==> src/assert_macros.svh <==
`ifndef ASSERT_MACROS_SVH
`define ASSERT_MACROS_SVH

// Same-cycle implication, disabled while reset is asserted.
`define ASSERT_SAME(lbl, clk, rst_n, ante, cons) \
    lbl: assert property (@(posedge clk) disable iff (!rst_n) (ante) |-> (cons)) \
        else $error("same-cycle check failed");

// Next-cycle implication, disabled while reset is asserted.
`define ASSERT_NEXT(lbl, clk, rst_n, ante, cons) \
    lbl: assert property (@(posedge clk) disable iff (!rst_n) (ante) |=> (cons)) \
        else $error("next-cycle check failed");

`endif

==> src/md4_pkg.sv <==
package md4_pkg;

    localparam logic [1:0] ACT_ABSORB  = 2'd0;
    localparam logic [1:0] ACT_FINISH  = 2'd1;
    localparam logic [1:0] ACT_RESTART = 2'd2;
    localparam logic [1:0] ACT_UNUSED  = 2'd3;

    localparam logic [31:0] INIT_A = 32'h67452301;
    localparam logic [31:0] INIT_B = 32'hefcdab89;
    localparam logic [31:0] INIT_C = 32'h98badcfe;
    localparam logic [31:0] INIT_D = 32'h10325476;
    localparam logic [31:0] K_ROUND2 = 32'h5a827999;
    localparam logic [31:0] K_ROUND3 = 32'h6ed9eba1;

    localparam logic [7:0] PAD_MARK  = 8'h80;
    localparam logic [5:0] LEN_START = 6'd56;
    localparam logic [5:0] LAST_IDX  = 6'd63;
    localparam logic [5:0] LAST_STEP = 6'd47;

    localparam logic [3:0] WORD_ORDER [0:47] = '{
        4'd0, 4'd1, 4'd2, 4'd3, 4'd4, 4'd5, 4'd6, 4'd7,
        4'd8, 4'd9, 4'd10, 4'd11, 4'd12, 4'd13, 4'd14, 4'd15,
        4'd0, 4'd4, 4'd8, 4'd12, 4'd1, 4'd5, 4'd9, 4'd13,
        4'd2, 4'd6, 4'd10, 4'd14, 4'd3, 4'd7, 4'd11, 4'd15,
        4'd0, 4'd8, 4'd4, 4'd12, 4'd2, 4'd10, 4'd6, 4'd14,
        4'd1, 4'd9, 4'd5, 4'd13, 4'd3, 4'd11, 4'd7, 4'd15
    };

    typedef struct packed {
        logic [1:0] action;
        logic [7:0] data;
    } t_item;

    typedef struct packed {
        logic  valid;
        t_item item;
    } t_qhead;

    function automatic logic [4:0] rot_amount(input logic [1:0] round, input logic [1:0] j);
        logic [4:0] s;
        s = 5'd3;
        case (round)
            2'd0: begin
                case (j)
                    2'd0:    s = 5'd3;
                    2'd1:    s = 5'd7;
                    2'd2:    s = 5'd11;
                    default: s = 5'd19;
                endcase
            end
            2'd1: begin
                case (j)
                    2'd0:    s = 5'd3;
                    2'd1:    s = 5'd5;
                    2'd2:    s = 5'd9;
                    default: s = 5'd13;
                endcase
            end
            default: begin
                case (j)
                    2'd0:    s = 5'd3;
                    2'd1:    s = 5'd9;
                    2'd2:    s = 5'd11;
                    default: s = 5'd15;
                endcase
            end
        endcase
        return s;
    endfunction

    function automatic logic [31:0] rotl32(input logic [31:0] v, input logic [4:0] s);
        logic [63:0] t;
        t = {32'd0, v} << s;
        return t[63:32] | t[31:0];
    endfunction

endpackage

==> src/md4_front.sv <==
module md4_front #(
    parameter int DEPTH = 4
) (
    input  logic              i_clk,
    input  logic              i_rst_n,
    input  logic              i_in_valid,
    output logic              o_in_stall,
    input  logic [1:0]        i_action,
    input  logic [7:0]        i_data_byte,
    output md4_pkg::t_qhead   o_head,
    input  logic              i_pop
);

    localparam int PTR_W = (DEPTH > 1) ? $clog2(DEPTH) : 1;
    localparam int CNT_W = $clog2(DEPTH + 1);

    md4_pkg::t_item   r_q [DEPTH];
    logic [PTR_W-1:0] r_wp, r_rp;
    logic [CNT_W-1:0] r_count;
    logic             w_push;

    assign o_in_stall = (r_count == CNT_W'(DEPTH));
    // unused action codes are dropped here
    assign w_push = i_in_valid && !o_in_stall && (i_action != md4_pkg::ACT_UNUSED);

    assign o_head.valid = (r_count != '0);
    assign o_head.item  = r_q[r_rp];

    always_ff @(posedge i_clk) begin
        if (w_push) begin
            r_q[r_wp] <= '{action: i_action, data: i_data_byte};
        end
    end

    always_ff @(posedge i_clk) begin
        if (!i_rst_n) begin
            r_wp    <= '0;
            r_rp    <= '0;
            r_count <= '0;
        end else begin
            if (w_push) begin
                r_wp <= (r_wp == PTR_W'(DEPTH - 1)) ? '0 : r_wp + PTR_W'(1);
            end
            if (i_pop) begin
                r_rp <= (r_rp == PTR_W'(DEPTH - 1)) ? '0 : r_rp + PTR_W'(1);
            end
            case ({w_push, i_pop})
                2'b10:   r_count <= r_count + CNT_W'(1);
                2'b01:   r_count <= r_count - CNT_W'(1);
                default: r_count <= r_count;
            endcase
        end
    end

endmodule

==> src/md4_core.sv <==
module md4_core (
    input  logic              i_clk,
    input  logic              i_rst_n,
    input  md4_pkg::t_qhead   i_head,
    output logic              o_pop,
    output logic              o_out_valid,
    input  logic              i_out_stall,
    output logic [7:0]        o_digest_byte,
    output logic [3:0]        o_byte_position,
    output logic              o_last_byte
);

    localparam logic [2:0] S_IDLE = 3'd0;
    localparam logic [2:0] S_PRE  = 3'd1;
    localparam logic [2:0] S_COMP = 3'd2;
    localparam logic [2:0] S_ADD  = 3'd3;
    localparam logic [2:0] S_PAD  = 3'd4;
    localparam logic [2:0] S_OUT  = 3'd5;

    localparam logic [1:0] PH_MARK = 2'd0;
    localparam logic [1:0] PH_ZERO = 2'd1;
    localparam logic [1:0] PH_LEN  = 2'd2;

    logic [2:0]  r_state, n_state;
    logic [1:0]  r_ph, n_ph;
    logic        r_in_pad, n_in_pad;
    logic [31:0] r_h [4];
    logic [31:0] n_h [4];
    logic [31:0] r_a, r_b, r_c, r_d, n_a, n_b, n_c, n_d;
    logic [5:0]  r_step, n_step;
    logic [60:0] r_cnt, n_cnt;
    logic [63:0] r_len, n_len;
    logic [23:0] r_acc, n_acc;
    logic [3:0]  r_pos_cnt, n_pos_cnt;
    logic        r_out_valid, n_out_valid;
    logic [7:0]  r_obyte, n_obyte;
    logic [3:0]  r_opos, n_opos;
    logic        r_olast, n_olast;

    logic [31:0] r_mem [16];
    logic [31:0] r_rdata;

    logic        w_absorb;
    logic [7:0]  w_byte;
    logic [5:0]  w_idx;
    logic        w_we;
    logic [3:0]  w_raddr;
    logic [5:0]  w_next_step;
    logic [1:0]  w_round;
    logic [31:0] w_f, w_t, w_word;
    logic [7:0]  w_len_byte;

    assign w_idx       = r_cnt[5:0];
    assign w_we        = w_absorb && (w_idx[1:0] == 2'd3);
    assign w_next_step = r_step + 6'd1;
    assign w_round     = r_step[5:4];
    assign w_len_byte  = 8'(r_len >> {w_idx[2:0], 3'b000});
    assign w_word      = r_h[r_pos_cnt[3:2]];

    always_comb begin
        case (w_round)
            2'd0:    w_f = (r_b & r_c) | (~r_b & r_d);
            2'd1:    w_f = ((r_b & r_c) | (r_b & r_d) | (r_c & r_d)) + md4_pkg::K_ROUND2;
            default: w_f = (r_b ^ r_c ^ r_d) + md4_pkg::K_ROUND3;
        endcase
        w_t = md4_pkg::rotl32(r_a + w_f + r_rdata, md4_pkg::rot_amount(w_round, r_step[1:0]));
    end

    always_comb begin
        if (r_state == S_PRE) begin
            w_raddr = md4_pkg::WORD_ORDER[0];
        end else if (r_state == S_COMP && r_step != md4_pkg::LAST_STEP) begin
            w_raddr = md4_pkg::WORD_ORDER[w_next_step];
        end else begin
            w_raddr = '0;
        end
    end

    always_ff @(posedge i_clk) begin
        if (w_we) begin
            r_mem[w_idx[5:2]] <= {w_byte, r_acc};
        end
        r_rdata <= r_mem[w_raddr];
    end

    always_comb begin
        n_state     = r_state;
        n_ph        = r_ph;
        n_in_pad    = r_in_pad;
        n_h         = r_h;
        n_a         = r_a;
        n_b         = r_b;
        n_c         = r_c;
        n_d         = r_d;
        n_step      = r_step;
        n_cnt       = r_cnt;
        n_len       = r_len;
        n_acc       = r_acc;
        n_pos_cnt   = r_pos_cnt;
        n_out_valid = r_out_valid && i_out_stall;
        n_obyte     = r_obyte;
        n_opos      = r_opos;
        n_olast     = r_olast;
        o_pop       = 1'b0;
        w_absorb    = 1'b0;
        w_byte      = 8'd0;

        case (r_state)
            S_IDLE: begin
                if (i_head.valid) begin
                    o_pop = 1'b1;
                    case (i_head.item.action)
                        md4_pkg::ACT_ABSORB: begin
                            w_absorb = 1'b1;
                            w_byte   = i_head.item.data;
                        end
                        md4_pkg::ACT_FINISH: begin
                            n_len    = {r_cnt, 3'b000};
                            n_in_pad = 1'b1;
                            n_ph     = PH_MARK;
                            n_state  = S_PAD;
                        end
                        md4_pkg::ACT_RESTART: begin
                            n_h   = '{md4_pkg::INIT_A, md4_pkg::INIT_B,
                                      md4_pkg::INIT_C, md4_pkg::INIT_D};
                            n_cnt = '0;
                        end
                        default: begin
                        end
                    endcase
                end
            end
            S_PAD: begin
                case (r_ph)
                    PH_MARK: begin
                        w_absorb = 1'b1;
                        w_byte   = md4_pkg::PAD_MARK;
                        n_ph     = PH_ZERO;
                    end
                    PH_ZERO: begin
                        if (w_idx == md4_pkg::LEN_START) begin
                            n_ph = PH_LEN;
                        end else begin
                            w_absorb = 1'b1;
                        end
                    end
                    default: begin
                        w_absorb = 1'b1;
                        w_byte   = w_len_byte;
                    end
                endcase
            end
            S_PRE: begin
                n_a     = r_h[0];
                n_b     = r_h[1];
                n_c     = r_h[2];
                n_d     = r_h[3];
                n_step  = '0;
                n_state = S_COMP;
            end
            S_COMP: begin
                n_a    = r_d;
                n_d    = r_c;
                n_c    = r_b;
                n_b    = w_t;
                n_step = w_next_step;
                if (r_step == md4_pkg::LAST_STEP) begin
                    n_state = S_ADD;
                end
            end
            S_ADD: begin
                n_h[0] = r_h[0] + r_a;
                n_h[1] = r_h[1] + r_b;
                n_h[2] = r_h[2] + r_c;
                n_h[3] = r_h[3] + r_d;
                if (!r_in_pad) begin
                    n_state = S_IDLE;
                end else if (r_ph == PH_LEN) begin
                    n_pos_cnt = '0;
                    n_state   = S_OUT;
                end else begin
                    n_state = S_PAD;
                end
            end
            S_OUT: begin
                if (!r_out_valid || !i_out_stall) begin
                    n_out_valid = 1'b1;
                    n_obyte     = 8'(w_word >> {r_pos_cnt[1:0], 3'b000});
                    n_opos      = r_pos_cnt;
                    n_olast     = (r_pos_cnt == 4'd15);
                    n_pos_cnt   = r_pos_cnt + 4'd1;
                    if (r_pos_cnt == 4'd15) begin
                        n_h      = '{md4_pkg::INIT_A, md4_pkg::INIT_B,
                                     md4_pkg::INIT_C, md4_pkg::INIT_D};
                        n_cnt    = '0;
                        n_in_pad = 1'b0;
                        n_ph     = PH_MARK;
                        n_state  = S_IDLE;
                    end
                end
            end
            default: begin
                n_state = S_IDLE;
            end
        endcase

        if (w_absorb) begin
            n_cnt = r_cnt + 61'd1;
            n_acc = {w_byte, r_acc[23:8]};
            if (w_idx == md4_pkg::LAST_IDX) begin
                n_state = S_PRE;
            end
        end
    end

    always_ff @(posedge i_clk) begin
        if (!i_rst_n) begin
            r_state     <= S_IDLE;
            r_ph        <= PH_MARK;
            r_in_pad    <= 1'b0;
            r_h         <= '{md4_pkg::INIT_A, md4_pkg::INIT_B,
                             md4_pkg::INIT_C, md4_pkg::INIT_D};
            r_cnt       <= '0;
            r_pos_cnt   <= '0;
            r_out_valid <= 1'b0;
        end else begin
            r_state     <= n_state;
            r_ph        <= n_ph;
            r_in_pad    <= n_in_pad;
            r_h         <= n_h;
            r_cnt       <= n_cnt;
            r_pos_cnt   <= n_pos_cnt;
            r_out_valid <= n_out_valid;
        end
    end

    always_ff @(posedge i_clk) begin
        r_a     <= n_a;
        r_b     <= n_b;
        r_c     <= n_c;
        r_d     <= n_d;
        r_step  <= n_step;
        r_len   <= n_len;
        r_acc   <= n_acc;
        r_obyte <= n_obyte;
        r_opos  <= n_opos;
        r_olast <= n_olast;
    end

    assign o_out_valid     = r_out_valid;
    assign o_digest_byte   = r_obyte;
    assign o_byte_position = r_opos;
    assign o_last_byte     = r_olast;

endmodule

==> src/md4_digest_engine.sv <==
// MD4 digest engine. Items carry an action: absorb one message byte, finish, or restart.
// Items enter a small queue (QUEUE_DEPTH entries) so the input side keeps moving while the
// digest core is busy, until the queue fills; unused action codes are dropped on entry.
// Bytes are taken one per cycle while the core is idle; a byte that fills a 64-byte block
// starts a compression (one load step, 48 rounds at one round per cycle, one chaining add
// step) that takes no items. Finish pads the message one byte per cycle, with one or two
// more compressions as blocks fill and a step with no byte where the padding reaches the
// length field, then returns the 16 digest bytes, word A first and each word little-endian,
// one per cycle unless stalled, through an output register, the last one flagged, and
// starts a new message from the initial constants. Restart returns to the initial state.
`include "assert_macros.svh"

module md4_digest_engine #(
    parameter int QUEUE_DEPTH = 4
) (
    input  logic       i_clk,
    input  logic       i_rst_n,
    input  logic       i_in_valid,
    output logic       o_in_stall,
    input  logic [1:0] i_action,
    input  logic [7:0] i_data_byte,
    output logic       o_out_valid,
    input  logic       i_out_stall,
    output logic [7:0] o_digest_byte,
    output logic [3:0] o_byte_position,
    output logic       o_last_byte
);

    md4_pkg::t_qhead w_head;
    logic            w_pop;

    md4_front #(
        .DEPTH (QUEUE_DEPTH)
    ) u_front (
        .i_clk       (i_clk),
        .i_rst_n     (i_rst_n),
        .i_in_valid  (i_in_valid),
        .o_in_stall  (o_in_stall),
        .i_action    (i_action),
        .i_data_byte (i_data_byte),
        .o_head      (w_head),
        .i_pop       (w_pop)
    );

    md4_core u_core (
        .i_clk           (i_clk),
        .i_rst_n         (i_rst_n),
        .i_head          (w_head),
        .o_pop           (w_pop),
        .o_out_valid     (o_out_valid),
        .i_out_stall     (i_out_stall),
        .o_digest_byte   (o_digest_byte),
        .o_byte_position (o_byte_position),
        .o_last_byte     (o_last_byte)
    );

    `ASSERT_SAME(a_pop_has_item, i_clk, i_rst_n, w_pop, w_head.valid)
    `ASSERT_NEXT(a_pos_steps, i_clk, i_rst_n, o_out_valid && !i_out_stall && !o_last_byte, o_out_valid && (o_byte_position == $past(o_byte_position) + 4'd1))
    `ASSERT_NEXT(a_first_after_last, i_clk, i_rst_n, o_out_valid && !i_out_stall && o_last_byte, !o_out_valid || (o_byte_position == 4'd0))

endmodule

==> config.mk <==
export PLATFORM = sky130hd
export DESIGN_NAME = md4_digest_engine
export DESIGN_NICKNAME = d
export VERILOG_FILES = /design/src/md4_pkg.sv /design/src/md4_front.sv /design/src/md4_core.sv /design/src/md4_digest_engine.sv
export VERILOG_INCLUDE_DIRS = /design/src /design/src/src
export SDC_FILE = /design/constraint.sdc
export NUM_CORES = 2
export LEC_CHECK = 0
export ABC_AREA = 1
export ABC_CLOCK_PERIOD_IN_PS = 9900
export BUFFER_PORTS_ARGS = -buffer_cell sky130_fd_sc_hd__buf_4
export CAP_MARGIN = 20
export CORE_AREA = 2 2 475 477
export DETAILED_ROUTE_END_ITERATION = 12
export DIE_AREA = 0 0 477 479
export PLACE_DENSITY_LB_ADDON = 0.1
export SLEW_MARGIN = 10
export SYNTH_ARGS = -nofsm -noshare
export SYNTH_HDL_FRONTEND = slang
export SYNTH_HIERARCHICAL = 1
export SYNTH_SLANG_ARGS = --single-unit
==> constraint.sdc <==
create_clock -name i_clk -period 9.9 [get_ports i_clk]
set_input_delay 1.98 -clock i_clk [delete_from_list [all_inputs] [get_ports i_clk]]
set_output_delay 1.98 -clock i_clk [all_outputs]
set_load 0.05 [all_outputs]
==> impl_metrics.csv <==
group,metric,value,unit
synth,syn_nets,6543,
finish,most-common-layout-cells,"nand2_1 (1,169), o21ai_0 (807), edfxtp_1 (784)",
pwr,p_clk_share,40.0,%
placed_design,post_dp_cell_area,59200,sq um
finish,final_area,63500,sq um
detailed_routing,drc_errors,0,
sta,slew-limit-headroom,29.8,%
clocking,post_cts_buffers,0,
pwr,power.total,12.0,mW
sta,setup_tns,0,ps
clocking,cts_tree,"built",
flow_run,drv_cap,0,
clocking,cts_sinks,1025,
placed_design,hpwl,149,mm
synth,synthFlopType,"edfxtp_1",
placed_design,gp_congestion,0.918,
pwr,power_frac_seq,46.4,%
pwr,p_sw_share,30.4,%
setup_path,path_depth,30,
grt,grt_pass1_wl,312,mm
floorplanning,dieHeight,479,um
setup_path,crit_top_cell,"nand2_1",
finish,instances_no_fill,9359,
clocking,cts_resized,0,
placed_design,io_buffers,28,
placed_design,dp_cells,9115,
detailed_routing,postRouteAntennaNets,0,
setup_path,cp_slowest_stage_delay,840,ps
synth,seq_area_frac_synth,51.0,%
sta,clock.fmax,148,MHz
clocking,cts_buffers,131,
grt,gr-total-overflow,0,
run_status,status,"complete, no violations",
clocking,path_clk_slew,60,ps
sta,hold_viol,0,
pwr,vdd_drop_max,0.162,mV
pwr,netSwitchingPower,3.64,mW
sta,fin_crit,6770,ps
synth,synth_area_per_cell,8.85,sq um
sta,rsz0062_at_grt,"false",
synth,synth_cell_type_count,70,
finish,drive_gt1_share,6.55,%
synth,postSynthCellCount,6289,
sta,finalMaxSlewViolations,0,
detailed_routing,totalWireLength,216,mm
setup_path,r2r_cells,30,
floorplanning,rows,174,
finish,area_delta_synth_final,14.2,%
clocking,postCtsHoldBufs,0,
pwr,power.share.combinational,13.6,%
pwr,leakagePower,24.1,nW
setup_path,cp-start-kind,"register",
sta,setup_viol,0,
floorplanning,dieArea,228000,sq um
sta,worstMarginPinSlew,1040,ps
grt,grt_usage,18.5,%
pwr,internal_power,8.35,mW
grt,grt_pass1_vias,43200,
floorplanning,coreArea,224000,sq um
setup_path,crit_required,10520,ps
clocking,root_buffer,"clkbuf_16",
clocking,cts_buffer_depth,3,
setup_path,cp_top_family,"simple AND/OR/NAND/NOR gates",
synth,synth.ff_latch_count,1025,
sta,fin_crit_sh,68.4,%
grt,antenna_found_initial,7,
grt,grt_max_degree,252,
detailed_routing,wl_per_cell,23.1,um
setup_path,critical_path_class,"reg2reg",
clocking,clock_latency,810,ps
worst_hold_path,holdCritPathClass,"reg2reg",
setup_path,end_kind,"register",
synth,yosysWarnings,6,
detailed_routing,via_per_inst,4.83,
sta,hold_slack,451,ps
detailed_routing,drtPass1Iterations,6,
floorplanning,io_pins,29,
finish,fin_nets,6511,
setup_path,cp_slowest_cell,"o21ai_0",
setup_path,crit_fanout,6,
synth,synth-async-reset-ratio,0,%
floorplanning,die_w,477,um
setup_path,timing.critical_path.buf_inv,2,
finish,layout_commonest_cell,"nand2_1",
worst_hold_path,hold_depth,1,
synth,syn-cell-area,55600,sq um
detailed_routing,num_vias,45200,
floorplanning,start_util,24.9,%
sta,fin_skew,70.6,ps
pwr,power_density,189,nW/um^2
detailed_routing,drt_first_iter_violations,3654,
clocking,cts_htree_levels,4,
setup_path,arrival,7380,ps
synth,synth-edff-count,784,
through the flow:
stage	setup slack, ps	utilization [%]
after floorplan	2780	-
after CTS	3240	28.4
after global routing	2620	28.4
after detailed placement	3280	26.5
final	3130	28.4
after global placement	3240	26.5
flip-flops by register name, summed over array words and instances (netlist names), 3 cells and up, named ones only:
name and flops:
u_core/r_mem 512, u_core/r_h 128, u_core/r_cnt 61, u_core/r_len 61, u_front/r_q 40, u_core/r_a 32, u_core/r_b 32, u_core/r_c 32
u_core/r_d 32, u_core/r_rdata 32, u_core/r_acc 24, u_core/o_digest_byte 8, u_core/r_step 6, u_core/o_byte_position 4, u_core/r_pos_cnt 4, u_core/r_state 3
u_front/r_count 3
power groups by stage:
stage	combinational, mW	sequential (mW)	clock, mW
final	1.64	5.57	4.79
after global routing	1.82	5.62	5.11
after CTS	1.67	5.58	4.97
after detailed placement	1.66	5.67	0
after global placement	1.66	5.66	0
after floorplan	1.02	5.47	0
cells in the mapped netlist, types with 9 or more instances:
cell type  instances  area share [%]
o22ai_1           28            0.31
edfxtp_1         784              42
or2_2             34            0.38
dfxtp_1          241             8.7
buf_1             21            0.14
a21oi_1          585             5.3
nor2_1           369             2.5
o21ai_1           49            0.44
xnor2_1           16            0.25
nand3b_1          10            0.13
inv_2             21            0.14
mux2i_1           14            0.25
o21a_1            14            0.19
a31oi_1           24            0.27
nor4_1            21            0.24
fa_1              69             2.5
nor3_1            74            0.67
o221ai_1          83             1.3
o21ai_0          814             7.3
nand2_1         1169             7.9
inv_1            713             4.8
buf_6              9            0.18
nand4_1           61            0.69
a21o_1            16            0.22
nand3_1          389             3.5
a211oi_1          10            0.13
ha_1             171             3.8
o211ai_1          90             1.2
buf_2             58            0.52
o21bai_1          17            0.23
clkbuf_1         168             1.1
xor2_1            44            0.69
area by class of cell:
| type | count | area (sq um) |
|---|---|---|
| flip-flops and latches | 1025 | 28400 |
| fillers | 23800 | 160000 |
| clock buffers | 181 | 3600 |
| inverters | 739 | 2790 |
| multi-input cells | 4262 | 23500 |
| repair buffers | 98 | 813 |
| well taps | 2992 | 3740 |
| clock inverters | 59 | 686 |
| diodes | 3 | 7.51 |
logic make-up (layout without fill, tap and decap cells):
| kind of cell | after synthesis | count (layout) | synth area share, % |
|---|---|---|---|
| compound gates | 1769 | 1769 | 17.5 |
| xor+xnor | 61 | 61 | 0.974 |
| fa+ha+maj | 240 | 240 | 6.33 |
| flops | 1025 | 1025 | 51.0 |
| mux | 14 | 14 | 0.252 |
| simple gates | 2178 | 2178 | 16.9 |
| other cells | 0 | 3 | 0 |
| buf+inv | 1002 | 1077 | 7.06 |
worst paths after layout:
check,slack [ps],end,startpoint
max,3130,u_core/r_b[1],u_core/r_b[2]
min,450,u_core/r_cnt[60],u_core/r_cnt[60]
max reg2reg,3130,u_core/r_b[1],u_core/r_b[2]
min reg2reg,450,u_core/r_cnt[60],u_core/r_cnt[60]
routing by layer:
metal  global-route usage [%]  share of wire (%)
met4                     4.61                2.3
met1                     25.2                 46
met5                        0                  0
met3                     2.09                3.8
met2                     31.0                 47
Power figures use the tool's default switching activity.
